[config.mk]
export PLATFORM = sky130hd
export DESIGN_NAME = imb_sqrt
export DESIGN_NICKNAME = d
export VERILOG_FILES = /design/src/rtl/imb_pkg.sv /design/src/rtl/imb_sqrt.sv
export SDC_FILE = /design/constraint.sdc
export NUM_CORES = 1
export LEC_CHECK = 0
export BUFFER_PORTS_ARGS = -buffer_cell sky130_fd_sc_hd__buf_2
export CAP_MARGIN = 0
export CORE_AREA = 2 2 104 106
export CTS_CLUSTER_SIZE = 30
export DETAILED_ROUTE_END_ITERATION = 16
export DIE_AREA = 0 0 106 108
export PLACE_DENSITY_LB_ADDON = 0.15
export SETUP_SLACK_MARGIN = 0.02
export SKIP_CTS_REPAIR_TIMING = 1
export SLEW_MARGIN = 20
export SYNTH_ARGS = -nofsm -noshare
export SYNTH_HDL_FRONTEND = slang
export SYNTH_SLANG_ARGS = --single-unit
[constraint.sdc]
create_clock -name clk -period 2.7 [get_ports clk]
set_input_delay 0 -clock clk [delete_from_list [all_inputs] [get_ports clk]]
set_output_delay 0 -clock clk [all_outputs]
set_load 0.03 [all_outputs]
[src/rtl/imb_pkg.sv]
package imb_pkg;

    localparam int SAMPLE_WIDTH = 16;
    localparam int TIMER_WIDTH  = 20;
    localparam int CFG_WIDTH    = 20;
    localparam int IDX_WIDTH    = 3;

    // register indexes
    localparam logic [IDX_WIDTH-1:0] REG_BIAS_X  = 3'd0;
    localparam logic [IDX_WIDTH-1:0] REG_BIAS_Y  = 3'd1;
    localparam logic [IDX_WIDTH-1:0] REG_BIAS_Z  = 3'd2;
    localparam logic [IDX_WIDTH-1:0] REG_STILL   = 3'd3;
    localparam logic [IDX_WIDTH-1:0] REG_SETTLE  = 3'd4;
    localparam logic [IDX_WIDTH-1:0] REG_G_SOFT  = 3'd5;
    localparam logic [IDX_WIDTH-1:0] REG_G_DYN   = 3'd6;
    localparam logic [IDX_WIDTH-1:0] REG_G_SETL  = 3'd7;

    // divider geometry: quotient fits 17 bits for both uses
    localparam int DIV_NW = 57;
    localparam int DIV_DW = 41;
    localparam int DIV_QW = 17;

    typedef logic signed [SAMPLE_WIDTH-1:0] sample_t;
    typedef logic [TIMER_WIDTH-1:0] timer_t;

    typedef struct packed {
        logic update;
        logic seed;
    } lane_ctrl_t;

    typedef struct packed {
        logic [17:0] elapsed_us;
        sample_t     accel_x;
        sample_t     accel_y;
        sample_t     accel_z;
        sample_t     gyro_x;
        sample_t     gyro_y;
        sample_t     gyro_z;
    } in_item_t;

    typedef struct packed {
        sample_t     filt_accel_x;
        sample_t     filt_accel_y;
        sample_t     filt_accel_z;
        sample_t     filt_gyro_x;
        sample_t     filt_gyro_y;
        sample_t     filt_gyro_z;
        logic [15:0] fusion_gain;
        logic        still_det;
        logic        settle_win;
        logic [13:0] target_rate_hz;
        logic [17:0] next_period_us;
    } out_item_t;

endpackage

[src/rtl/imb_sqrt.sv]
module imb_sqrt (
    input  logic        clk,
    input  logic        rst_n,
    input  logic        start,
    input  logic [31:0] rad,
    output logic        busy,
    output logic        done,
    output logic [15:0] root
);
    import imb_pkg::*;

    logic [16:0] rem_reg, rem_next;
    logic [15:0] root_reg, root_next;
    logic [31:0] rad_reg, rad_next;
    logic [3:0]  cnt_reg, cnt_next;
    logic        busy_reg, busy_next;
    logic        done_reg, done_next;
    logic [18:0] r2;
    logic [18:0] trial;
    logic        ge;

    // one root bit per cycle, two radicand bits brought down
    always_comb
    begin
        r2        = {rem_reg, rad_reg[31:30]};
        trial     = {1'b0, root_reg, 2'b01};
        ge        = r2 >= trial;
        rem_next  = rem_reg;
        root_next = root_reg;
        rad_next  = rad_reg;
        cnt_next  = cnt_reg;
        busy_next = busy_reg;
        done_next = 1'b0;
        if (start)
        begin
            rem_next  = '0;
            root_next = '0;
            rad_next  = rad;
            cnt_next  = 4'd15;
            busy_next = 1'b1;
        end
        else if (busy_reg)
        begin
            rem_next  = ge ? 17'(r2 - trial) : r2[16:0];
            root_next = {root_reg[14:0], ge};
            rad_next  = {rad_reg[29:0], 2'b00};
            cnt_next  = cnt_reg - 4'd1;
            if (cnt_reg == 4'd0)
            begin
                busy_next = 1'b0;
                done_next = 1'b1;
            end
        end
    end

    always_ff @(posedge clk or negedge rst_n)
    begin
        if (!rst_n)
        begin
            busy_reg <= 1'b0;
            done_reg <= 1'b0;
            cnt_reg  <= '0;
        end
        else
        begin
            busy_reg <= busy_next;
            done_reg <= done_next;
            cnt_reg  <= cnt_next;
        end
    end

    always_ff @(posedge clk)
    begin
        rem_reg  <= rem_next;
        root_reg <= root_next;
        rad_reg  <= rad_next;
    end

    assign busy = busy_reg;
    assign done = done_reg;
    assign root = root_reg;
endmodule

# == Word-level counts from Yosys, hierarchy flattened ==
# Index checks and enable logic that the tools add are counted.
# word_totals
word_cells,22
inputBits,35
output_inout_bits,18
ff_bits,71
# op_classes
reduce_logical,2
addsub,2
n_lt_le_gt_ge,1
n_mux,11
# op_table
cell,n
$mux W32,2
$ge A19 B18 Y1,1
$mux W17,1
$sub A17 B17 Y17,1
$mux W4,2
$mux W1,6
$logic_not A4 Y1,1
$sub A4 B1 Y4 const B,1
$reduce_bool A2 Y1,1

# == Longest topological paths before layout ==
# logic_depth
word_depth,4
mapped_depth,10
mapped_depth_nobuf,8

# == Worst setup path after synthesis ==
# OpenSTA, ideal clock, no wires.
# synth_timing
path_kind,register to register
from,reg root_reg[7] (netlist: root[7])
to,reg rem_reg[15]
path_buffers,2
setup_ns,0.122
stages_incl_launch_ff,11
required_time_ns,2.578
synth_period_minus_slack_ns,2.416
setup_slack_ns,0.284
arrival_time_ns,2.294
cell_sequence,dfxtp_1 -> inv_1 -> ha_1 -> buf_2 -> nand4_1 -> nor4b_2 -> o31ai_4 -> o211ai_4 -> buf_8 -> nor3_1 -> a311o_1
# synth_via
elab_chain_cells,2
elab_cells_between_ends,3
classes_between,add/sub (1); order compare (1); mux (1)
# synth_rtl
element,line,text
from (decl),imb_sqrt.sv:13,"logic [15:0] root_reg, root_next;"
from (signal assigned),imb_sqrt.sv:75,root_reg <= root_next;
$sub A17 B17 Y17 / $ge A19 B18 Y1 (equally long branches),"imb_sqrt.sv:44, imb_sqrt.sv:27",
$mux W17 *,imb_sqrt.sv:44,rem_next = ge ? 17'(r2 - trial) : r2[16:0];
to (signal assigned),imb_sqrt.sv:74,rem_reg <= rem_next;
to (decl),imb_sqrt.sv:12,"logic [16:0] rem_reg, rem_next;"
# Mark *: on every way between the ends. The rest lies on a longest branch, timed or not.
# A chain may end at the register's enable or synchronous reset.

# == Worst setup path after layout ==
# layout_timing
from,reg root_reg[11] (netlist: root[11])
to,reg rem_reg[1]
# layout_via
elab_chain_cells,2
# layout_rtl
element,line,text
$ge A19 B18 Y1,imb_sqrt.sv:27,ge = r2 >= trial;
$mux W17,imb_sqrt.sv:44,
# Every way passes these cells.

==> flow_summary.toml <==
[yosys]
postSynthAreaPerCell_um2 = 10.8
ys.flop_type = "dfxtp_1"
synth.cell_area_um2 = 4010
synthCells = 372
syn_nets = 426
ys_types = 63
synth_edf_count = 32
synthArstFlopShare_pct = 8.45
ys_warn_count = 0
synth-seq-cells = 71
seq_area_frac_synth_pct = 44.2

[worst_setup_path]
crit_slowest_cell = "ha_1"
worstReg2RegStart = "root[11]"
worstPathCellList = "inv_1 -> ha_1 -> and4_1 -> nor4b_4 -> o31ai_4 -> o211ai_4 -> buf_4 -> mux2_4 -> a211oi_2"
endpoint_kind = "flop"
path_max_fanout = 10
crit_arrival_ns = 2.83
start_kind = "flop"
crit_end = "rem_reg[1]"
timing.rr.end = "rem_reg[1]"
worst_path_largest_cell_delay_ns = 0.45
criticalPathCategory = "flop to flop"
r2r_cells = 9
critPathLaunch = "root[11]"
rrSetupSlack_ns = 0.16
cp.required_ns = 2.99

[routing]
viasPerCell = 5.08
num_vias = 3066
initialDrtViolationCount = 126
routed_wl_um = 8590
antenna_left = 0
drc_errors = 0
dr.pass1.iters = 4
routedWlPerCell_um = 14.2

[finish]
stdcell_area_um2 = 5020
antenna_cells = 0
nNetsFinal = 516
syn2layout_area_growth_pct = 25.4
largest_register_ffs = 32
drive_gt1_share_pct = 28.1

[die]
die_y_um = 108
io_pins = 53
die_w_um = 106
coreArea_um2 = 10200
dieArea_um2 = 11400
initial_utilization_pct = 39.1
row_count = 37

[pwr]
powerDensity_nw_per_um2 = 970
p_int_mw = 3.05
netSwitchingPower_mw = 1.82
clkPwrFrac_pct = 20.3
p_leak_nw = 2.19
vdd_drop_max_mv = 0.343
pwr-share-comb_pct = 50.8
seqPwrFrac_pct = 28.9
netSwitchingFraction_pct = 37.5

[timing]
final.setup.tns_ns = 0
relSlewSlack_pct = 50.2
post-route-period-util_pct = 94.2
period_minus_slack_ns = 2.54
fmax_mhz = 393
worstMarginPinSlew_ns = 0.747
skew_ns = 0.00836
final_hold_viol_count = 0
rsz0062_at_grt = "no"
slew_viol_final = 0
finalSetupViolCount = 0

[hold_path]
hold_path_class = "primary input to flop"

[place]
io_buffers = 52
place_area_um2 = 4400
hpwl_um = 5850
place_congestion = 0.813

[global_route]
grt_max_degree = 40
antenna_found_initial = 0
grt_overflow_total = 0
grt_pass1_wl_um = 13700
grt_pass1_vias = 2877
track_usage_pct = 15.1

[flow_run]
cap_viol_max_count = 0

[clocking]
clkTransAtPathRegs_ns = 0.08
htree_levels = 3
cts_tree = "built"
cts_root_buf = "clkbuf_8"
cts_buffer_depth = 2
cts_sinks = 71
cts_made_buffers = 9
clock_latency_ns = 0.36

[status]
outcome = "finished clean"
[cell families after synthesis]
family | after synthesis | synth area share, %
buffers and inverters | 41 | 4.62
xor gates and xnor gates | 12 | 2.62
adders and majority gates | 19 | 5.94
DFF | 71 | 44.2
AOI/OAI and AO/OA | 71 | 14.3
and+or+nand+nor | 101 | 13.0
muxes | 57 | 15.3
[Yosys cell counts (all sizes together) (10+ instances only)]
master	count	area, um^2
a211oi	13	108
a21oi	12	71.3
buf	12	76.3
dfxtp	33	661
edfxtp	32	961
ha	19	238
inv	20	75.1
mux2	31	353
mux2i	26	260
nand2	15	56.3
nor2	37	139
nor3	10	50.1
[routing by layer]
| layer | vias to the layer above | GRT usage (%) | share of wire (%) |
|---|---|---|---|
| li1 | 1550 | - | - |
| met1 | 1462 | 19.6 | 49 |
| met2 | 43 | 24.7 | 47 |
| met3 | 11 | 3.56 | 2.7 |
| met4 | 0 | 5.64 | 1.5 |
| met5 | - | 0 | 0 |
[power groups by stage]
stage | logic, mW | registers, mW | clock network (mW)
final | 2.47 | 1.41 | 0.988
after global routing | 2.72 | 1.43 | 1.06
after CTS | 2.30 | 1.41 | 1.02
after detailed placement | 2.29 | 1.43 | 0
after global placement | 2.27 | 1.43 | 0
after floorplan | 1.88 | 1.42 | 0
[worst max-delay path, delay by kind of cell, from the launching register on]
family	cells	cell delay [ns]
buffers and inverters	2	0.25
muxes	1	0.30
adders and majority gates	1	0.45
DFF	1	0.38
and+or+nand+nor	2	0.62
AOI/OAI and AO/OA	3	0.48
[worst min path at each step]
stage,startpoint,to,cells after the start
floorplan,rst_n,busy,0
global placement,rst_n,done,1
detailed placement,rst_n,cnt_reg[0],1
CTS,rst_n,cnt_reg[0],1
global route,start,rad_reg[14],2
finish,start,rad_reg[0],2
[per-stage QoR]
step	setup WS (ns)	hold WS [ns]	total power [mW]	util [%]	instances
4_1_cts	0.0231	-0.567	4.73	45.3	565
5_1_grt	0.0205	0.240	5.20	49.1	603
2_1_floorplan	0.284	-0.296	3.30	-	372
3_5_place_dp	0.0595	-0.166	3.72	43.0	549
6_report	0.157	0.216	4.87	49.1	603
3_3_place_gp	0.0693	-0.168	3.69	43.0	549
[layout by cell type, fill, tap and decap left out, drive strengths merged, types with 3 or more instances in the layout]
| cell type | netlist | layout |
|---|---|---|
| o2111ai | 3 | 3 |
| and3 | 3 | 3 |
| nand3 | 4 | 4 |
| mux2 | 31 | 31 |
| a21oi | 12 | 12 |
| xor2 | 3 | 3 |
| o21a | 3 | 3 |
| nor3b | 3 | 3 |
| clkbuf | 9 | 9 |
| nand2b | 8 | 8 |
| mux2i | 26 | 26 |
| xnor2 | 9 | 9 |
| a311o | 3 | 3 |
| dfrtp | 6 | 6 |
| and2 | 3 | 3 |
| o211ai | 5 | 5 |
| ha | 19 | 19 |
| edfxtp | 32 | 32 |
| nand2 | 15 | 15 |
| o21ai | 9 | 9 |
| nand4 | 4 | 4 |
| inv | 20 | 22 |
| dfxtp | 33 | 33 |
| a211oi | 13 | 13 |
| a311oi | 3 | 3 |
| nor2 | 37 | 37 |
| dlygate4sd3 | 0 | 34 |
| a21o | 6 | 6 |
| nor3 | 10 | 10 |
| buf | 12 | 66 |
[area by class of cell]
type / count / area, um^2
fill: 969 / 5210
timing repair buffer: 100 / 718
inverter: 20 / 75.1
tap: 136 / 170
multi-input combinational: 260 / 2060
clock inverter: 7 / 105
sequential: 71 / 1770
clock buffer: 9 / 124
Note: power is estimated with default switching activity, not from simulation.
