==> config.mk <==
export PLATFORM = sky130hd
export DESIGN_NAME = imb_div
export DESIGN_NICKNAME = d
export VERILOG_FILES = /design/src/rtl/imb_pkg.sv /design/src/rtl/imb_div.sv
export SDC_FILE = /design/constraint.sdc
export NUM_CORES = 1
export LEC_CHECK = 0
export ABC_AREA = 0
export BUFFER_PORTS_ARGS = -buffer_cell sky130_fd_sc_hd__buf_2
export CORE_ASPECT_RATIO = 1.25
export CORE_MARGIN = 2
export CORE_UTILIZATION = 59
export CTS_BUF_LIST = sky130_fd_sc_hd__clkbuf_8
export DETAILED_ROUTE_END_ITERATION = 7
export PLACE_DENSITY = 0.83
export SYNTH_ARGS = -nofsm -noshare
export SYNTH_HDL_FRONTEND = slang
export SYNTH_SLANG_ARGS = --single-unit
==> constraint.sdc <==
create_clock -name clk -period 4 [get_ports clk]
set_clock_uncertainty 0.05 [all_clocks]
set_input_delay 0.4 -clock clk [delete_from_list [all_inputs] [get_ports clk]]
set_output_delay 0.4 -clock clk [all_outputs]
set_load 0.05 [all_outputs]
==> src/rtl/imb_pkg.sv <==
package imb_pkg;

    localparam int SAMPLE_WIDTH = 16;
    localparam int TIMER_WIDTH  = 20;
    localparam int CFG_WIDTH    = 20;
    localparam int IDX_WIDTH    = 3;

    // register indexes
    localparam logic [IDX_WIDTH-1:0] REG_BIAS_X  = 3'd0;
    localparam logic [IDX_WIDTH-1:0] REG_BIAS_Y  = 3'd1;
    localparam logic [IDX_WIDTH-1:0] REG_BIAS_Z  = 3'd2;
    localparam logic [IDX_WIDTH-1:0] REG_STILL   = 3'd3;
    localparam logic [IDX_WIDTH-1:0] REG_SETTLE  = 3'd4;
    localparam logic [IDX_WIDTH-1:0] REG_G_SOFT  = 3'd5;
    localparam logic [IDX_WIDTH-1:0] REG_G_DYN   = 3'd6;
    localparam logic [IDX_WIDTH-1:0] REG_G_SETL  = 3'd7;

    // divider geometry: quotient fits 17 bits for both uses
    localparam int DIV_NW = 57;
    localparam int DIV_DW = 41;
    localparam int DIV_QW = 17;

    typedef logic signed [SAMPLE_WIDTH-1:0] sample_t;
    typedef logic [TIMER_WIDTH-1:0] timer_t;

    typedef struct packed {
        logic update;
        logic seed;
    } lane_ctrl_t;

    typedef struct packed {
        logic [17:0] elapsed_us;
        sample_t     accel_x;
        sample_t     accel_y;
        sample_t     accel_z;
        sample_t     gyro_x;
        sample_t     gyro_y;
        sample_t     gyro_z;
    } in_item_t;

    typedef struct packed {
        sample_t     filt_accel_x;
        sample_t     filt_accel_y;
        sample_t     filt_accel_z;
        sample_t     filt_gyro_x;
        sample_t     filt_gyro_y;
        sample_t     filt_gyro_z;
        logic [15:0] fusion_gain;
        logic        still_det;
        logic        settle_win;
        logic [13:0] target_rate_hz;
        logic [17:0] next_period_us;
    } out_item_t;

endpackage

==> src/rtl/imb_div.sv <==
module imb_div (
    input  logic                        clk,
    input  logic                        rst_n,
    input  logic                        start,
    input  logic [imb_pkg::DIV_NW-1:0]  num,
    input  logic [imb_pkg::DIV_DW-1:0]  den,
    output logic                        busy,
    output logic                        done,
    output logic [imb_pkg::DIV_QW-1:0]  quot
);
    import imb_pkg::*;

    logic [DIV_DW-1:0] rem_reg, rem_next;
    logic [DIV_DW-1:0] den_reg;
    logic [DIV_QW-1:0] low_reg, low_next;
    logic [DIV_QW-1:0] quot_reg, quot_next;
    logic [4:0]        cnt_reg, cnt_next;
    logic              busy_reg, busy_next;
    logic              done_reg, done_next;
    logic [DIV_DW:0]   shifted;
    logic [DIV_DW:0]   diff;
    logic              ge;

    // one quotient bit per cycle, restoring
    always_comb
    begin
        shifted   = {rem_reg, low_reg[DIV_QW-1]};
        diff      = shifted - {1'b0, den_reg};
        ge        = shifted >= {1'b0, den_reg};
        rem_next  = rem_reg;
        low_next  = low_reg;
        quot_next = quot_reg;
        cnt_next  = cnt_reg;
        busy_next = busy_reg;
        done_next = 1'b0;
        if (start)
        begin
            rem_next  = DIV_DW'(num[DIV_NW-1:DIV_QW]);
            low_next  = num[DIV_QW-1:0];
            quot_next = '0;
            cnt_next  = 5'(DIV_QW - 1);
            busy_next = 1'b1;
        end
        else if (busy_reg)
        begin
            rem_next  = ge ? diff[DIV_DW-1:0] : shifted[DIV_DW-1:0];
            low_next  = {low_reg[DIV_QW-2:0], 1'b0};
            quot_next = {quot_reg[DIV_QW-2:0], ge};
            cnt_next  = cnt_reg - 5'd1;
            if (cnt_reg == 5'd0)
            begin
                busy_next = 1'b0;
                done_next = 1'b1;
            end
        end
    end

    always_ff @(posedge clk or negedge rst_n)
    begin
        if (!rst_n)
        begin
            busy_reg <= 1'b0;
            done_reg <= 1'b0;
            cnt_reg  <= '0;
        end
        else
        begin
            busy_reg <= busy_next;
            done_reg <= done_next;
            cnt_reg  <= cnt_next;
        end
    end

    always_ff @(posedge clk)
    begin
        if (start)
        begin
            den_reg <= den;
        end
        rem_reg  <= rem_next;
        low_reg  <= low_next;
        quot_reg <= quot_next;
    end

    assign busy = busy_reg;
    assign done = done_reg;
    assign quot = quot_reg;
endmodule

# Yosys cells after proc, flatten, opt, wreduce, memory -nomap -nowiden
# Cells that the tools add are included.
# totals
register_bits	123
latch_bits	0
mem_bits_rw	0
mem_bits_ro	0
in_bits	101
out_inout_bits	19
word_cells	26
mem_count	0
# op_classes
add_sub_neg	2
multipliers	0
div	0
n_lt_le_gt_ge	1
eq_ne	0
shifts	0
mux	13
n_bitwise	0
reduce_logical	2
# ops
op	n
$mux 40	2
$ge 42x41->1	1
$mux 41	1
$sub 41x41->41	1
$mux 17	2
$mux 5	2
$mux 1	6
$logic_not 5->1	1
$sub 5x1->5 const B	1
$reduce_bool 2->1	1

# Logic depth before layout (Yosys ltp)
# Gate-level depths: netlist of the first run.
# logic_depth
word_depth	4
depth_mapped	16

# Worst setup path after synthesis of the first run
# No wires, ideal clock.
# synth_timing
kind	register to register
from	register low_reg[16]
to	register rem_reg[36] (data pin)
setup_time_ns	0.254
arrival_ns	2.630
setup_slack_ns	1.065
stages_incl_launch_ff	15
synth_period_minus_slack_ns	2.935
path_cell_list	edfxtp_1 > inv_1 > ha_1 > inv_1 > fa_1 > a21oi_1 > o21ai_0 > a21oi_1 > o21ai_2 > a221oi_1 > a31oi_1 > a21oi_1 > xor2_1 > o21ai_1 > o21a_1
# synth_via
elab_chain_len	4
# synth_lines
element	line_no	rtl
start, declared	imb_div.sv:15	logic [DIV_QW-1:0] low_reg, low_next;
start signal, assigned	imb_div.sv:81	low_reg <= low_next;
$sub 41x41->41 or $ge 42x41->1 (tied branches)	imb_div.sv:28, imb_div.sv:29	
$mux 41 (*)	imb_div.sv:46	rem_next = ge ? diff[DIV_DW-1:0] : shifted[DIV_DW-1:0];
$mux 40 (*)	imb_div.sv:44	else if (busy_reg)
$mux 40 (*)	imb_div.sv:36	if (start)
net rem_next[36]	imb_div.sv:13	logic [DIV_DW-1:0] rem_reg, rem_next;
end signal, assigned	imb_div.sv:80	rem_reg <= rem_next;
end, declared	imb_div.sv:13	
# Mark *: on every way through the listed nets, which the timed path passes. The rest lies on a longest branch. The select of a mux whose other input is x is not followed.
# A chain may end at the register's enable or synchronous reset.

# Worst setup path in the final report of the first run
# Same ends and word-level chain as after synthesis.

==> results of run 1 <==
-- synthesized netlist by cell type, types with 8 or more instances --
| library cell | count |
|---|---|
| edfxtp_1 | 98 |
| nor2_1 | 67 |
| nand2_1 | 63 |
| a21oi_1 | 57 |
| inv_1 | 54 |
| ha_1 | 43 |
| o21ai_1 | 30 |
| mux2i_1 | 27 |
| a21o_1 | 25 |
| clkbuf_1 | 25 |
| xnor2_1 | 24 |
| o21ai_0 | 19 |
| dfxtp_1 | 18 |
| xor2_1 | 18 |
| mux2_2 | 16 |
| nand4_1 | 14 |
| a21oi_2 | 10 |
| a31oi_1 | 10 |
| o21a_1 | 9 |
| and2_1 | 8 |
-- repair_timing --
action / CTS / global route
endpoints found under the setup margin: 0 / 0
hold endpoints to repair: 7 / 0
hold buffers: 1 / 0
-- cells by family after synthesis --
family | count (synthesis)
muxes | 43
buffers and inverters | 98
xor gates and xnor gates | 42
adders and majority gates | 44
AOI/OAI and AO/OA | 195
DFF | 123
and+or+nand+nor | 191
-- critical path: stages, from the launching register on --
cell and delay, ps:
edfxtp_1 390, inv_1 70, ha_1 160, inv_1 60, fa_1 400, a21oi_1 230, o21ai_0 100, a21oi_1 320
o21ai_2 170, a221oi_1 480, a31oi_1 280, a21oi_1 240, xor2_1 180, o21ai_1 90, o21a_1 110
-- layer usage --
metal  track usage (%)  routed length [µm]
met4              10.0                 340
met2              41.8                7800
met1              28.0                6540
met3              6.64                 952
met5                 0                   0
-- final timing paths --
check / start / to / slack [ps] / depth (start not counted)
worst max-delay path: low_reg[16] / rem_reg[36] / 430 / 14
max in group asynchronous: rst_n / busy / 3480 / 2
min in group asynchronous: rst_n / cnt_reg[4] / 250 / 2
worst max register to register: low_reg[16] / rem_reg[36] / 430 / 14
worst min register to register: quot[16] / quot[16] / 450 / 2
worst min-delay path: den[20] / den_reg[20] / 60 / 1
-- cell type report --
| type | count | area [µm²] | share of cell area [%] |
|---|---|---|---|
| Clock buffer | 17 | 234 | 2.76 |
| Clock inverter | 15 | 183 | 2.16 |
| Inverter | 56 | 213 | 2.51 |
| Multi-Input combinational cell | 515 | 3500 | 41.4 |
| Sequential cell | 123 | 3480 | 41.1 |
| Tap cell | 164 | 205 | 2.42 |
| Timing Repair Buffer | 126 | 653 | 7.71 |
-- stage by stage --
step                total power [µW]  hold WS [ps]  setup WS [ps]  utilization, %
floorplan                       4730          54.4           1070               -
global placement                5180           185            592            65.8
detailed placement              5300           190            517            65.8
CTS                             6500          34.5            484            69.3
global route                    6970          39.6            109            69.3
finish                          6500          63.5            429            69.3
-- power groups by stage --
| stage | clock network [µW] | logic, µW | registers, µW |
|---|---|---|---|
| 5_1_grt | 1230 | 3690 | 2040 |
| 3_3_place_gp | 0 | 3170 | 2010 |
| 6_report | 1170 | 3330 | 2000 |
| 2_1_floorplan | 0 | 2720 | 2010 |
| 4_1_cts | 1190 | 3300 | 2010 |
| 3_5_place_dp | 0 | 3280 | 2020 |
==> out/metrics.csv, run 1 <==
stage,metric,value,unit
placement,GPL Wtd Cong,1.00,
pwr,leakage,0.00384,µW
logic_synthesis,synthesized area per cell,10.1,µm²
routing,DR vias,5768,
pwr,Seq pwr share,30.8,%
logic_synthesis,post-synthesis xor/xnor area fraction,4.97,%
logic_synthesis,Syn Inst Count,736,
clock_network,post-CTS setup buffers,0,
layout,"commonest non-fill, non-tap cell in the layout",buf_2,
clock_network,Clock Tree Root,clkbuf_8,
floorplanning,Die Area,13500,µm²
sta,f_max,0.280,GHz
global_routing,initial antenna violation count,0,
floorplanning,Ports,120,
floorplanning,Die Width,104,µm
global_routing,largest net degree at the start of global routing,60,
global_routing,GRT Overall Usage,23.9,%
pwr,VDD IR max,0.000418,V
logic_synthesis,top post-synthesis cells by area,"edfxtp_1 40%, ha_1 7.3%, dfxtp_1 4.9%, a21oi_1 3.9%, mux2i_1 3.6%",
logic_synthesis,complex-gate fraction of the synthesized area,16.7,%
logic_synthesis,synthesized flop and latch total,123,
pwr,clock share of power,18.0,%
clock_network,CTS Buf Count,17,
routing,Residual DRC,0,
clock_network,clock latency at the later pin of the worst-skew pair,460,ps
placement,# placed instances,983,
worst_hold_path,min-delay worst type,in2reg,
logic_synthesis,mux cell area share after synthesis,6.08,%
layout,"commonest non-fill, non-tap cells in the layout","118 x buf_2, 98 x edfxtp_1, 67 x nor2_1",
clock_network,CTS H-tree lvls,4,
global_routing,first-pass GRT wire length,25.9,mm
layout,fill count,934,
floorplanning,initial core utilization,60.6,%
layout,Antenna Cells,0,
worst_setup_path,"critical path fanouts, max",6,
layout,Layout area overhead,14.4,%
sta,RSZ-0062 raised after global routing,false,
logic_synthesis,Synth Area in Adders,7.54,%
run,Max Cap Viol,0,
clock_network,clk sinks,123,
sta,final-report setup violation count,0,
sta,Final TNS setup,0,ps
pwr,logic gate share of total power,51.2,%
sta,max-slew violations,0,
routing,Iter 0 DRT Violations,344,
run_status,status,"complete, no violations",
sta,crit path time final,3570,ps
worst_setup_path,CP Capture Type,flip-flop,
logic_synthesis,Post-Synth Simple-Gate Area,11.8,%
routing,"antenna viol nets, final",0,
logic_synthesis,sequential fraction of the synthesis area,47.0,%
pwr,Psw,2660,µW
pwr,sw frac,40.9,%
pwr,Pint,3840,µW
sta,Final Cycle Share,89.3,%
routing,total iterations of the first detailed-routing run,5,
routing,WL final,15.6,mm
worst_setup_path,crit path DAT,3740,ps
sta,actual slew at the worst max-slew pin,766,ps
sta,final hold violation count,0,
placement,IO buf count,119,
worst_setup_path,startpoint types,flip-flop,
logic_synthesis,Synth area leader,edfxtp_1,
routing,wire length per cell,15.4,µm
logic_synthesis,Post-Synthesis Cell Area,7410,µm²
clock_network,CTS tree,yes,
logic_synthesis,share of the synthesized area in the top cell type,39.7,%
worst_setup_path,WS Path Type,reg2reg,
logic_synthesis,asr flop ratio synth,5.69,%
placement,placed cell area,8040,µm²
pwr,PD cells,767,nW/µm²
floorplanning,# rows,45,
logic_synthesis,Most used DFF post-synth,edfxtp_1,
global_routing,vias in the first global route,5748,
global_routing,grt ovf,0,
sta,Relative slew margins,48.9,%
layout,Layout Cells excl Fill,1016,
placement,Post-DP HPWL,11.3,mm
floorplanning,DIE HEIGHT,129,µm
layout,post-route cell area,8470,µm²
clock_network,"CTS clk-pin slew, worst paths",80,ps
routing,DR vias/cell,5.68,
floorplanning,Core Area,12200,µm²
clock_network,post-cts resize count,0,
logic_synthesis,number of synthesis warnings,0,
logic_synthesis,Netlist cell types,63,
worst_setup_path,WP data required,4160,ps
logic_synthesis,largest family of logic cells by synthesized area,compound AO/OA/AOI/OAI gates,
layout,Final nets,984,
layout,layout cells sized above 1,21.9,%
logic_synthesis,number of synthesized flops with an enable pin,98,
clock_network,Clock Tree Buf Depth,2,
logic_synthesis,syn_nets,881,
Power figures use the tool's default switching activity.
==> run 2, diff against run 1 <==
--- a/config.mk
+++ b/config.mk
@@ -13,6 +13,7 @@
 export CTS_BUF_LIST = sky130_fd_sc_hd__clkbuf_8
 export DETAILED_ROUTE_END_ITERATION = 7
 export PLACE_DENSITY = 0.83
+export REMOVE_ABC_BUFFERS = 1
 export SYNTH_ARGS = -nofsm -noshare
 export SYNTH_HDL_FRONTEND = slang
 export SYNTH_SLANG_ARGS = --single-unit
==> out/metrics.csv, run 2 (synthesized netlist as in run 1, its figures left out) <==
stage,metric,value,unit,change
layout,Antenna Cells,0,,unchanged
clock_network,Clock Tree Root,clkbuf_8,,
run_status,status,"complete, no violations",,
placement,GPL Wtd Cong,0.959,,-4.5%
routing,DR vias/cell,5.74,,+1.2%
sta,actual slew at the worst max-slew pin,1080,ps,+316 ps
worst_setup_path,WS Path Type,reg2reg,,
run,Max Cap Viol,0,,unchanged
global_routing,grt ovf,0,,unchanged
sta,Min Hold Slack,64.7,ps,+1.14 ps
sta,Relative slew margins,27.9,%,-21 points
clock_network,CTS H-tree lvls,4,,unchanged
floorplanning,Die Width,104,µm,unchanged
global_routing,largest net degree at the start of global routing,104,,+73%
floorplanning,initial core utilization,60.6,%,unchanged
layout,Final nets,983,,-0.10%
floorplanning,Die Area,13500,µm²,unchanged
global_routing,vias in the first global route,6090,,+5.9%
routing,Iter 0 DRT Violations,291,,-15%
clock_network,"CTS clk-pin slew, worst paths",80,ps,about the same
worst_setup_path,"critical path fanouts, max",19,,+13
pwr,PD cells,770,nW/µm²,+0.39%
sta,crit path time final,3660,ps,+89.1 ps
global_routing,GRT Overall Usage,25.8,%,+1.8 points
worst_setup_path,startpoint types,flip-flop,,
worst_setup_path,reg2reg setup slack,340,ps,-90 ps
worst_setup_path,r2r startpoint,low_reg[16],,
routing,Residual DRC,0,,unchanged
worst_setup_path,Reg2Reg Depth,15,,+1
routing,"antenna viol nets, final",0,,unchanged
layout,Layout area overhead,14.1,%,
global_routing,first-pass GRT wire length,27.7,mm,+6.9%
clock_network,clock latency at the later pin of the worst-skew pair,450,ps,about the same
layout,layout cells sized above 1,22.3,%,+0.38 points
sta,Final Cycle Share,91.5,%,+2.2 points
pwr,leakage,0.00384,µW,about the same
floorplanning,Ports,120,,unchanged
layout,"commonest non-fill, non-tap cells in the layout","118 x buf_2, 98 x edfxtp_1, 67 x nor2_1",,
sta,final hold violation count,0,,unchanged
routing,WL final,16.6,mm,+5.9%
sta,final-report setup violation count,0,,unchanged
sta,f_max,0.273,GHz,-2.4%
floorplanning,DIE HEIGHT,129,µm,unchanged
global_routing,initial antenna violation count,0,,unchanged
layout,final core utilization,69.2,%,-0.15 points
layout,Layout Cells excl Fill,1015,,-0.098%
clock_network,post-CTS setup buffers,0,,unchanged
placement,# placed instances,982,,-0.10%
worst_setup_path,CP Capture Type,flip-flop,,
routing,total iterations of the first detailed-routing run,5,,unchanged
layout,fill count,968,,+3.6%
worst_setup_path,Reg2Reg Capture Point,rem_reg[24],,
placement,Post-DP HPWL,12.0,mm,+6.0%
routing,DR vias,5829,,+1.1%
pwr,VDD IR max,0.000389,V,-6.8%
worst_setup_path,WP data required,4150,ps,about the same
floorplanning,Core Area,12200,µm²,unchanged
routing,wire length per cell,16.3,µm,+6.0%
clock_network,Clock Tree Buf Depth,2,,unchanged
worst_setup_path,CP Launch Point,low_reg[16],,
clock_network,clk sinks,123,,unchanged
clock_network,CTS tree,yes,,
layout,"commonest non-fill, non-tap cell in the layout",buf_2,,
worst_setup_path,crit path capture,rem_reg[24],,
worst_hold_path,min-delay worst type,in2reg,,
sta,RSZ-0062 raised after global routing,false,,
placement,pre-CTS WS,387,ps,-129 ps
sta,max-slew violations,0,,unchanged
worst_setup_path,crit path DAT,3810,ps,+70 ps
clock_network,CTS Buf Count,17,,unchanged
placement,IO buf count,119,,unchanged
floorplanning,# rows,45,,unchanged
sta,worst setup margin,340,ps,-89.1 ps
[run 2: cell count changes in the layout (fill, tap and decap cells not counted), moves of 2 or more]
cell,change
clkinv_4,+4
inv_1,-2
buf_4,-2
clkinv_2,+2
bufinv_16,-2
clkinv_1,-2
clkinvlp_4,-3
[run 2: where the power goes]
part / total (µW) / leakage (µW) / internal (µW) / switching [µW]
Sequential: 2010 / 0.00124 / 1800 / 206
Clock: 1090 / 0.000205 / 571 / 517
Combinational: 3420 / 0.00239 / 1400 / 2020
[run 2: cell type report]
type	instances	area (µm²)	share of cell area, %
Multi-Input combinational cell	515	3500	41.5
Sequential cell	123	3480	41.2
Inverter	56	213	2.52
Clock buffer	18	248	2.93
Clock inverter	14	145	1.72
Timing Repair Buffer	125	658	7.79
Tap cell	164	205	2.43
[run 2: worst max-delay path: stages (launching register included)]
cell and delay, ps:
edfxtp_1 380, inv_1 70, ha_1 150, inv_1 60, fa_1 400, a21oi_1 220, o21ai_0 110, a21oi_1 310
o21ai_2 180, nand4_1 160, a21oi_1 120, o32ai_4 380, buf_4 380, nor2_1 80, a211oi_1 270, nor2_1 90
[run 2: layer usage]
metal  part of all wire (%)  GRT usage, %
met5                      0             0
met4                    2.3          11.3
met3                    5.8          6.04
met2                     52          47.4
met1                     39          28.7
[run 2: through the flow]
stage / total power (µW) / TNS [ps] / cell area, µm²
floorplan: 4590 / -11610 / 7180
global placement: 5230 / 0 / 8050
detailed placement: 5390 / 0 / 8050
CTS: 6510 / 0 / 8450
global route: 6980 / 0 / 8450
finish: 6510 / 0 / 8450
[run 2: worst min path at each step]
stage               startpoint           to  slack, ps  cells after the start
floorplan                rst_n         busy         50                      0
global placement         rst_n   cnt_reg[0]        180                      1
CTS                     den[7]   den_reg[7]         40                      1
global route           den[32]  den_reg[32]         40                      1
finish                 den[20]  den_reg[20]         60                      1
detailed placement       rst_n   cnt_reg[1]        190                      1
[run 2: timing repair]
action,CTS,global route
hold buffers,1,0
hold endpoints to repair,7,0
resized for setup,0,0
