## src/rtl/imb_pkg.sv

```systemverilog
package imb_pkg;

    localparam int SAMPLE_WIDTH = 16;
    localparam int TIMER_WIDTH  = 20;
    localparam int CFG_WIDTH    = 20;
    localparam int IDX_WIDTH    = 3;

    // register indexes
    localparam logic [IDX_WIDTH-1:0] REG_BIAS_X  = 3'd0;
    localparam logic [IDX_WIDTH-1:0] REG_BIAS_Y  = 3'd1;
    localparam logic [IDX_WIDTH-1:0] REG_BIAS_Z  = 3'd2;
    localparam logic [IDX_WIDTH-1:0] REG_STILL   = 3'd3;
    localparam logic [IDX_WIDTH-1:0] REG_SETTLE  = 3'd4;
    localparam logic [IDX_WIDTH-1:0] REG_G_SOFT  = 3'd5;
    localparam logic [IDX_WIDTH-1:0] REG_G_DYN   = 3'd6;
    localparam logic [IDX_WIDTH-1:0] REG_G_SETL  = 3'd7;

    // divider geometry: quotient fits 17 bits for both uses
    localparam int DIV_NW = 57;
    localparam int DIV_DW = 41;
    localparam int DIV_QW = 17;

    typedef logic signed [SAMPLE_WIDTH-1:0] sample_t;
    typedef logic [TIMER_WIDTH-1:0] timer_t;

    typedef struct packed {
        logic update;
        logic seed;
    } lane_ctrl_t;

    typedef struct packed {
        logic [17:0] elapsed_us;
        sample_t     accel_x;
        sample_t     accel_y;
        sample_t     accel_z;
        sample_t     gyro_x;
        sample_t     gyro_y;
        sample_t     gyro_z;
    } in_item_t;

    typedef struct packed {
        sample_t     filt_accel_x;
        sample_t     filt_accel_y;
        sample_t     filt_accel_z;
        sample_t     filt_gyro_x;
        sample_t     filt_gyro_y;
        sample_t     filt_gyro_z;
        logic [15:0] fusion_gain;
        logic        still_det;
        logic        settle_win;
        logic [13:0] target_rate_hz;
        logic [17:0] next_period_us;
    } out_item_t;

endpackage

```

## src/rtl/imb_lane.sv

```systemverilog
module imb_lane (
    input  logic                clk,
    input  logic                rst_n,
    input  imb_pkg::lane_ctrl_t ctrl,
    input  imb_pkg::sample_t    sample,
    input  logic [16:0]         coef,
    output imb_pkg::sample_t    filt,
    output logic [31:0]         sq
);
    import imb_pkg::*;

    sample_t            y_reg;
    sample_t            y_next;
    logic [31:0]        sq_reg;
    logic signed [16:0] diff;
    logic signed [34:0] prod;
    logic [34:0]        mag;
    logic [34:0]        mag_rnd;
    logic signed [19:0] step;
    logic signed [19:0] y_sum;
    logic signed [31:0] y_sq;

    // y += coef * (s - y) / 2^16, rounded half away from zero; a seed loads y = s
    always_comb
    begin
        diff    = 17'(sample) - 17'(y_reg);
        prod    = $signed({1'b0, coef}) * diff;
        mag     = prod[34] ? 35'(-prod) : 35'(prod);
        mag_rnd = mag + 35'd32768;
        step    = prod[34] ? -$signed({1'b0, mag_rnd[34:16]})
                           : $signed({1'b0, mag_rnd[34:16]});
        y_sum   = step + 20'(y_reg);
        y_next  = y_reg;
        if (ctrl.seed)
        begin
            y_next = sample;
        end
        else if (ctrl.update)
        begin
            y_next = y_sum[SAMPLE_WIDTH-1:0];
        end
        y_sq = y_reg * y_reg;
    end

    always_ff @(posedge clk or negedge rst_n)
    begin
        if (!rst_n)
        begin
            y_reg <= '0;
        end
        else
        begin
            y_reg <= y_next;
        end
    end

    // square for the norm, registered from the filter state
    always_ff @(posedge clk)
    begin
        sq_reg <= 32'(y_sq);
    end

    assign filt = y_reg;
    assign sq   = sq_reg;
endmodule

```

## config.mk

```make
export PLATFORM = sky130hd
export DESIGN_NAME = imb_lane
export DESIGN_NICKNAME = d
export VERILOG_FILES = /design/src/rtl/imb_pkg.sv /design/src/rtl/imb_lane.sv
export SDC_FILE = /design/constraint.sdc
export NUM_CORES = 1
export LEC_CHECK = 0
export BUFFER_PORTS_ARGS = -buffer_cell sky130_fd_sc_hd__buf_2
export CAP_MARGIN = 20
export CELL_PAD_IN_SITES_DETAIL_PLACEMENT = 0
export CELL_PAD_IN_SITES_GLOBAL_PLACEMENT = 1
export CORE_UTILIZATION = 35
export DETAILED_ROUTE_END_ITERATION = 12
export PLACE_DENSITY = 0.62
export SLEW_MARGIN = 20
export SYNTH_ARGS = -nofsm -noshare
export SYNTH_HDL_FRONTEND = slang
export SYNTH_SLANG_ARGS = --single-unit
```

## constraint.sdc

```tcl
create_clock -name clk -period 15.5 [get_ports clk]
set_input_delay 0.775 -clock clk [delete_from_list [all_inputs] [get_ports clk]]
set_output_delay 0.775 -clock clk [all_outputs]
set_load 0.005 [all_outputs]
```

# Word-level counts from Yosys, hierarchy flattened
# Cells that the tools add are included.
# classes
add_sub_neg	5
n_mul	2
mux	4
reduce_logical	1
# ops
op	count
$mux W16	3
$mul A18 B17 Y35	1
$add A32 B16 Y32 const B	1
$mul A16 B16 Y32	1
$mux W32	1
$neg A32 Y32	1
$sub A16 B16 Y17	1
$add A16 B16 Y16	1
$neg A16 Y16	1
$reduce_bool A2 Y1	1
# totals
ff_bits	48

# Depth between registers and ports, before layout
# Gate-level depths: netlist (run 1).
# depth
word_depth	10
ltp_mapped	65
ltp_nobuf	61

# Worst setup path before layout (run 1)
# Ideal clock, no wire load.
# synth_path
path_type	reg-to-reg
startpoint	register y_reg[1], in the netlist filt[1]
endpoint	register y_reg[14], in the netlist filt[14]
setup_ns	0.128
arrival_ns	13.008
required_ns	15.372
path_slack_ns	2.364
path_stages_with_launch	63
n_path_buf	3
synth_period_minus_slack_ns	13.136
path_cell_list	dfrtp_1 > inv_1 > clkbuf_1 > ha_1 > nor2b_1 > o21ai_0 > a21boi_0 > o21ai_0 > a21boi_0 > o21ai_0 > a21boi_0 > o21ai_0 > a21boi_0 > o21ai_0 > a21boi_0 > o21ai_0 > nor3b_1 > nor2_1 > [... 27 more ...] > o22a_1 > xnor2_1 > or4_1 > nor3_1 > xnor2_1 > nand2_1 > xor2_1 > ha_1 > a21oi_1 > nor2b_1 > o21ai_0 > nand2b_1 > a21o_1 > a21oi_1 > o21bai_1 > a21oi_1 > xor2_1 > o21ai_0
# synth_via
elab_chain_cells	10
# synth_lines
item	line	source
start, declared	imb_lane.sv:12	sample_t y_reg;
start signal, assigned	imb_lane.sv:53	y_reg <= y_next;
$sub A16 B16 Y17	imb_lane.sv:26	diff = 17'(sample) - 17'(y_reg);
$mul A18 B17 Y35	imb_lane.sv:27	prod = $signed({1'b0, coef}) * diff;
$neg A32 Y32	imb_lane.sv:28	mag = prod[34] ? 35'(-prod) : 35'(prod);
$mux W32	imb_lane.sv:28	
$add A32 B16 Y32	imb_lane.sv:29	mag_rnd = mag + 35'd32768;
$neg A16 Y16	imb_lane.sv:30	step = prod[34] ? -$signed({1'b0, mag_rnd[34:16]})
$mux W16	imb_lane.sv:30	
$add A16 B16 Y16 (*)	imb_lane.sv:32	y_sum = step + 20'(y_reg);
$mux W16 (*)	imb_lane.sv:38	else if (ctrl.update)
$mux W16 (*)	imb_lane.sv:34	if (ctrl.seed)
# Mark *: on every way between the ends. The rest lies on a longest branch, timed or not. The select of a mux whose other input is x is not followed.
# A chain may end at the register's enable or synchronous reset.

# Worst setup path in the final report (run 1)
# layout_path
startpoint	register y_reg[2], in the netlist filt[2]
endpoint	register y_reg[14], in the netlist filt[14]
# The elaborated chain is that of the path after synthesis.

==> qor.yml, run 1 <==
status: "finished clean"
gp_congestion: 0.882
ys_ff_latch: 47
clk_pin_slew_ns: 0.09
synth_area_leaders: "fa_1, ha_1, inv_1, nand2_1, xnor2_1"
max-slew-margin-rel_pct: 28.0
place_ws_ns: 0.571
ant_nets: 0
yosys.area_share.simple_pct: 16.0
tightest_slew_ns: 1.08
root_buffer: "clkbuf_16"
r2r_cells: 60
numCtsBuffers: 5
drive_gt1_share_pct: 6.45
cts_tree: "built"
portBuffers: 83
yosysTopAreaCell: "fa_1"
synthCells: 2740
syn_nets: 3487
setup_viol: 0
path_class: "reg2reg"
cts.sinks: 47
grtUsageTotal_pct: 19.3
routed_wl_um: 62700
fin_crit_sh_pct: 91.5
worst_slack_ns: 1.32
start_util_pct: 35.5
cap_violations: 0
yosysUniqueCellTypes: 86
grt_overflow: 0
dp.final_hpwl_um: 52600
synth-edff-count: 0
hp-class: "in2async"
synth_compound_area_share_pct: 9.20
finalSetupTns_ns: 0
yosysMostFrequentCell: "inv_1"
critPathSlowestCell: "fa_1"
antenna_cells: 0
clock_latency_ns: 0.33
die-area_mm2: 0.0678
core_region_area_mm2: 0.0659
antenna_found_initial: 1
grt_first_pass_wirelength_um: 103000
finClkSkew_ns: 0.0201
drcViolationCount: 0
via_count: 17800
largest_reg_flops: 31
avgSynthCellArea_um2: 8.53
arrival_ns: 14.38
cts_hold_buffers: 0
synth-xor-area-share_pct: 4.56
wl_per_cell_um: 17.3
yosysSeqAreaShare_pct: 4.37
crit_top_cell: "o21ai_0"
fin_nets: 3507
synth_mux_area_share_pct: 0.798
grt_start_max_net_pins: 35
synth_top_area_share_pct: 39.9
finalHoldViolations: 0
max_freq_mhz: 70.5
boundaryPins: 85
end_kind: "register"
critPathMaxFanout: 32
die_h_um: 260
via_per_inst: 4.91
ctsHtreeMaxLevel: 2
first_pass_iters: 5
clock_path_buffers: 2
synthAdderAreaFrac_pct: 53.0
synth-async-reset-ratio_pct: 34.0
syn_area_mm2: 0.0234
slew_violations: 0
crit_required_ns: 15.70
yosys_warnings: 0
slowest_delay_ns: 0.50
dr.first_iter.drc_count: 800
fin_crit_ns: 14.18
grt_pass1_vias: 19300
ys.flop_type: "dfxtp_1"
critPathLaunchType: "register"
netlist_top_cells_count: "inv_1, fa_1, nand2_1"
num_rows: 94
final_util_pct: 37.8
area.growth.synth_to_final_pct: 6.64
rsz0062_at_grt: "false"
synth_top_family_by_area: "adder cells"
fp.dieW_um: 260
metrics by stage:
| step | area (µm²) | cells | hold WS (ns) |
|---|---|---|---|
| 5_1_grt | 24900 | 3625 | 0.403 |
| 3_5_place_dp | 24700 | 3613 | 0.662 |
| 2_1_floorplan | 23400 | 2740 | 0.443 |
| 4_1_cts | 24900 | 3621 | 0.382 |
| 3_3_place_gp | 24700 | 3613 | 0.667 |
| 6_report | 24900 | 3625 | 0.375 |
worst paths after layout:
check,from,slack (ns),endpoint
max,filt[2],1.32,filt[14]
min,rst_n,0.38,filt[8]
max reg2reg,filt[2],1.32,filt[14]
min reg2reg,filt[0],0.66,sq[0]
max in group asynchronous,rst_n,14.78,filt[4]
min in group clk,filt[0],0.66,sq[0]
worst max-delay path, delay by kind of cell, from the launching register on:
kind	cells	cell delay (ns)
fa+ha+maj	11	4.53
compound gates	31	6.40
flops	1	0.38
simple gates	9	1.23
buf+inv	5	0.77
xor+xnor	4	0.70
cell usage in the layout, fill, tap and decap left out, types with 8 or more instances in the layout:
| cell type | Yosys | final |
|---|---|---|
| nand2b_1 | 17 | 17 |
| xor2_1 | 24 | 24 |
| xnor2_1 | 92 | 92 |
| nor3_1 | 28 | 27 |
| nand4_1 | 14 | 14 |
| o21ai_1 | 7 | 9 |
| fa_1 | 466 | 466 |
| and2_1 | 91 | 91 |
| nor4_1 | 17 | 17 |
| a21oi_1 | 71 | 71 |
| o311ai_0 | 11 | 11 |
| mux2i_1 | 16 | 16 |
| buf_2 | 2 | 83 |
| nor2_1 | 161 | 154 |
| a311oi_1 | 12 | 12 |
| o21bai_1 | 18 | 18 |
| a31oi_1 | 8 | 8 |
| or3_1 | 8 | 8 |
| o21ai_0 | 59 | 57 |
| nand2_1 | 314 | 314 |
| a21o_1 | 26 | 26 |
| inv_1 | 631 | 631 |
| dfrtp_1 | 16 | 15 |
| nand3b_1 | 10 | 10 |
| buf_4 | 3 | 35 |
| a311o_1 | 8 | 8 |
| ha_1 | 244 | 244 |
| o21a_1 | 11 | 11 |
| nand3_1 | 55 | 55 |
| nor2b_1 | 23 | 22 |
| or2_2 | 13 | 13 |
| dfxtp_1 | 31 | 31 |
| o211ai_1 | 12 | 12 |
| a21boi_0 | 12 | 11 |
final cells by class:
cell class | instances | area [µm²]
clock buffers | 6 | 129
clock inverters | 2 | 12.5
fillers | 6899 | 40900
inverters | 640 | 2400
multi-input cells | 1947 | 19600
flip-flops and latches | 47 | 1020
well taps | 864 | 1080
repair buffers | 119 | 698
kinds of logic (layout without fill, tap and decap cells):
logic type / after synthesis / in the layout
flops: 47 / 47
other cells: 1 / 1
xor+xnor: 119 / 119
buf+inv: 746 / 767
compound gates: 313 / 313
mux: 18 / 18
simple gates: 786 / 786
fa+ha+maj: 710 / 710
routing by layer:
metal / track usage [%] / part of all wire (%) / wire length, µm / vias to the layer above
li1: - / - / - / 8503
met1: 25.1 / 46 / 28600 / 8984
met2: 35.1 / 50 / 31500 / 267
met3: 0.971 / 2.3 / 1440 / 53
met4: 4.27 / 1.9 / 1180 / 0
met5: 0 / 0 / 0 / -
what timing repair did:
action                                 CTS  global route
setup endpoints to repair                0             3
buffers inserted                         0             4
resized for setup                        0             6
endpoints found under the hold margin    0             0
Power of run 1 is not shown: default switching activity piles up to over one toggle a cycle in this logic, so the estimate is an artifact.
==> run 2, diff against run 1 <==
--- a/config.mk
+++ b/config.mk
@@ -11,7 +11,7 @@
 export CELL_PAD_IN_SITES_GLOBAL_PLACEMENT = 1
 export CORE_UTILIZATION = 35
 export DETAILED_ROUTE_END_ITERATION = 12
-export PLACE_DENSITY = 0.62
+export PLACE_DENSITY = 0.64
 export SLEW_MARGIN = 20
 export SYNTH_ARGS = -nofsm -noshare
 export SYNTH_HDL_FRONTEND = slang
==> constraint.sdc (replaced) <==
create_clock -name clk -period 12.05 [get_ports clk]
set_input_delay 0.6025 -clock clk [delete_from_list [all_inputs] [get_ports clk]]
set_output_delay 0.6025 -clock clk [all_outputs]
set_load 0.005 [all_outputs]
==> qor.yml, run 2 (synthesized netlist as in run 1, its figures left out) <==
antenna_found_initial: 2
critPathSlowestCell: "fa_1"
max-slew-margin-rel_pct: 41.2
first_pass_iters: 6
setup_viol: 0
gp_congestion: 0.854
rsz0062_at_grt: "true"
portBuffers: 83
routed_wl_um: 64600
grt_pass1_vias: 20800
design_area_mm2: 0.0274
grt_overflow: 0
clock_path_buffers: 2
final_common_cell: "inv_1"
r2r_cells: 61
grtUsageTotal_pct: 19.8
tightest_slew_ns: 0.881
crit_required_ns: 12.25
path_class: "in2reg"
placedInstanceArea_mm2: 0.0267
seq_area_mm2: 0.00102
grt_first_pass_wirelength_um: 107000
critPathLaunchType: "input pin"
cts.sinks: 47
root_buffer: "clkbuf_16"
die_h_um: 260
finalHoldViolations: 0
core_region_area_mm2: 0.0659
status: "finished clean"
final_cell_mix: "inv_1, fa_1, nand2_1"
final_util_pct: 41.5
multi_input_area_mm2: 0.0199
arrival_ns: 12.11
clock_latency_ns: 0.31
drcViolationCount: 0
start_util_pct: 35.5
clk_pin_slew_ns: 0.08
drive_gt1_share_pct: 16.6
end_kind: "register"
numCtsBuffers: 5
hp-class: "in2async"
dr.first_iter.drc_count: 746
die-area_mm2: 0.0678
fin_nets: 3781
wl_per_cell_um: 16.6
num_rows: 94
dp.final_hpwl_um: 55400
fin_crit_ns: 11.91
ant_nets: 0
max_freq_mhz: 84.0
slowest_delay_ns: 0.51
final.fill_count: 6754
via_count: 19000
fp.dieW_um: 260
cts_hold_buffers: 0
fin_crit_sh_pct: 98.8
slew_violations: 0
via_per_inst: 4.86
ctsHtreeMaxLevel: 2
cap_violations: 0
crit_top_cell: "buf_4"
area.growth.synth_to_final_pct: 17.0
largest_reg_flops: 31
grt_start_max_net_pins: 34
finClkSkew_ns: 0.00994
cts_tree: "built"
boundaryPins: 85
critPathMaxFanout: 7
==> run 2: routing by layer <==
metal	global-route usage (%)	vias to the layer above	part of all wire (%)
li1	-	9065	-
met1	25.8	9508	45
met2	35.6	316	50
met3	1.06	68	2.5
met4	5.12	0	2.2
met5	0	-	0
==> run 2: path summary, 6_finish.rpt <==
path / startpoint / endpoint / slack, ns
max: sample[0] / filt[15] / 0.14
max reg2reg: filt[0] / filt[15] / 0.15
min: rst_n / filt[9] / 0.22
max in group asynchronous: rst_n / filt[1] / 11.51
min in group clk: sample[2] / filt[2] / 0.54
min reg2reg: filt[0] / sq[0] / 0.71
==> run 2: area by class of cell <==
type	instances	area share [%]
Timing Repair Buffer	393	10.3
Inverter	640	8.78
Sequential cell	47	3.74
Clock buffer	7	0.485
Tap cell	864	3.95
Clock inverter	1	0.110
Antenna cell	2	0.0183
Multi-Input combinational cell	1947	72.7
==> run 2: what timing repair did <==
action / 4_1_cts / 5_1_grt
pin swaps: 13 / 51
setup buffers: 13 / 16
endpoints found under the setup margin: 7 / 9
resized for setup: 17 / 70
==> run 2: critical path, delay by kind of cell <==
family	cells	cell delay [ns]
xor gates and xnor gates	4	0.62
adders and majority gates	10	3.94
AOI/OAI and AO/OA	19	2.80
buffers and inverters	18	1.97
and+or+nand+nor	11	1.86
muxes	1	0.32
==> run 2: stage by stage <==
stage	worst slack [ns]	cells	hold WS (ns)	setup TNS, ns
CTS	0.00861	3886	0.217	0
detailed placement	-0.797	3865	0.567	-4.28
global route	-0.424	3900	0.238	-1.36
floorplan	0.00134	2740	0.307	0
finish	0.142	3901	0.221	0
global placement	-0.536	3865	0.560	-2.34
Power of run 2 is left out for the same reason.
==> run 3, diff against run 2 <==
--- a/config.mk
+++ b/config.mk
@@ -11,6 +11,7 @@
 export CELL_PAD_IN_SITES_GLOBAL_PLACEMENT = 1
 export CORE_UTILIZATION = 35
 export DETAILED_ROUTE_END_ITERATION = 12
+export MAX_ROUTING_LAYER = met4
 export PLACE_DENSITY = 0.64
 export SLEW_MARGIN = 20
 export SYNTH_ARGS = -nofsm -noshare
==> qor.yml, run 3 (synthesized netlist as in run 1, its figures left out) <==
drcViolationCount: 0
worst_slack_ns: 0.503
fin_crit_ns: 11.55
place_inst: 3865
placedInstanceArea_mm2: 0.0267
critPathSlowestCell: "or4_4"
numCtsBuffers: 5
slew_violations: 0
ant_nets: 0
largest_reg_flops: 31
antenna_found_initial: 2
startpoint: "filt[0]"
fin_nets: 3767
routed_wl_um: 64300
finalHoldViolations: 0
clk_pin_slew_ns: 0.08
grt_first_pass_wirelength_um: 106000
start_util_pct: 35.5
via_per_inst: 4.86
wl_per_cell_um: 16.5
cts.sinks: 47
die-area_mm2: 0.0678
area.growth.synth_to_final_pct: 16.8
grt_overflow: 0
rr_startpoint: "filt[0]"
grt_pass1_vias: 20600
root_buffer: "clkbuf_16"
ctsHtreeMaxLevel: 2
place_ws_ns: -0.827
finalSetupTns_ns: 0
fin_crit_sh_pct: 95.8
gp_congestion: 0.862
critPathMaxFanout: 6
boundaryPins: 85
tightest_slew_ns: 0.933
final_common_cell: "inv_1"
clock_path_buffers: 2
slowest_delay_ns: 0.56
cap_violations: 0
grtUsageTotal_pct: 20.2
setup_viol: 0
arrival_ns: 11.75
portBuffers: 83
grt_start_max_net_pins: 34
final.fill_count: 6791
dr.first_iter.drc_count: 709
hp-class: "in2async"
die_h_um: 260
core_region_area_mm2: 0.0659
fin_cells: 3889
cts_hold_buffers: 0
max_freq_mhz: 86.6
cts_tree: "built"
end_kind: "register"
final_cell_mix: "inv_1, fa_1, nand2_1"
finClkSkew_ns: 0.00892
critPathLaunchType: "register"
first_pass_iters: 5
rsz0062_at_grt: "true"
fp.dieW_um: 260
drive_gt1_share_pct: 16.6
path_class: "reg2reg"
clock_latency_ns: 0.32
status: "finished clean"
crit_required_ns: 12.26
design_area_mm2: 0.0273
max-slew-margin-rel_pct: 37.7
num_rows: 94
via_count: 18900
dp.final_hpwl_um: 55300
## run 3: what timing repair did
item                                    4_1_cts  5_1_grt
endpoints found under the setup margin        6        9
pin swaps                                    11       44
resized for setup                            17       79
setup buffers                                 4        9
## run 3: worst paths after layout
path	end	slack, ns	depth (start not counted)
min	filt[2]	0.22	1
max	filt[15]	0.50	57
max in group asynchronous	filt[1]	11.51	1
min in group clk	filt[3]	0.53	3
min reg2reg	sq[2]	0.73	3
max reg2reg	filt[15]	0.50	57
## run 3: routing by layer
metal | GRT usage [%] | up-vias | share of wire, %
li1 | - | 9021 | -
met3 | 0.942 | 68 | 3.0
met5 | - | - | 0
met1 | 25.6 | 9474 | 45
met4 | 5.86 | 0 | 2.7
met2 | 34.9 | 331 | 50
## run 3: worst max-delay path: cells and delay by family, from the launching register on
| family | cells | cell delay (ns) |
|---|---|---|
| AND/OR/NAND/NOR | 12 | 1.83 |
| buffers and inverters | 5 | 0.32 |
| adder cells (fa/ha/maj) | 11 | 4.34 |
| XOR/XNOR | 8 | 1.26 |
| AO/OA/AOI/OAI | 21 | 3.23 |
| flip-flops | 1 | 0.42 |
## run 3: cell type report
class | count | area [µm²] | area share, %
diodes | 4 | 10.0 | 0.0367
clock buffers | 7 | 143 | 0.522
multi-input cells | 1947 | 19900 | 73.0
repair buffers | 379 | 2700 | 9.89
inverters | 640 | 2400 | 8.81
clock inverters | 1 | 8.76 | 0.0321
well taps | 864 | 1080 | 3.96
flip-flops and latches | 47 | 1020 | 3.74
## run 3: through the flow
stage | hold slack [ns] | util [%]
after floorplan | 0.307 | -
after global placement | 0.561 | 40.5
after detailed placement | 0.568 | 40.5
after CTS | 0.224 | 40.9
after global routing | 0.238 | 41.4
final | 0.218 | 41.5
Power of run 3 is left out for the same reason.
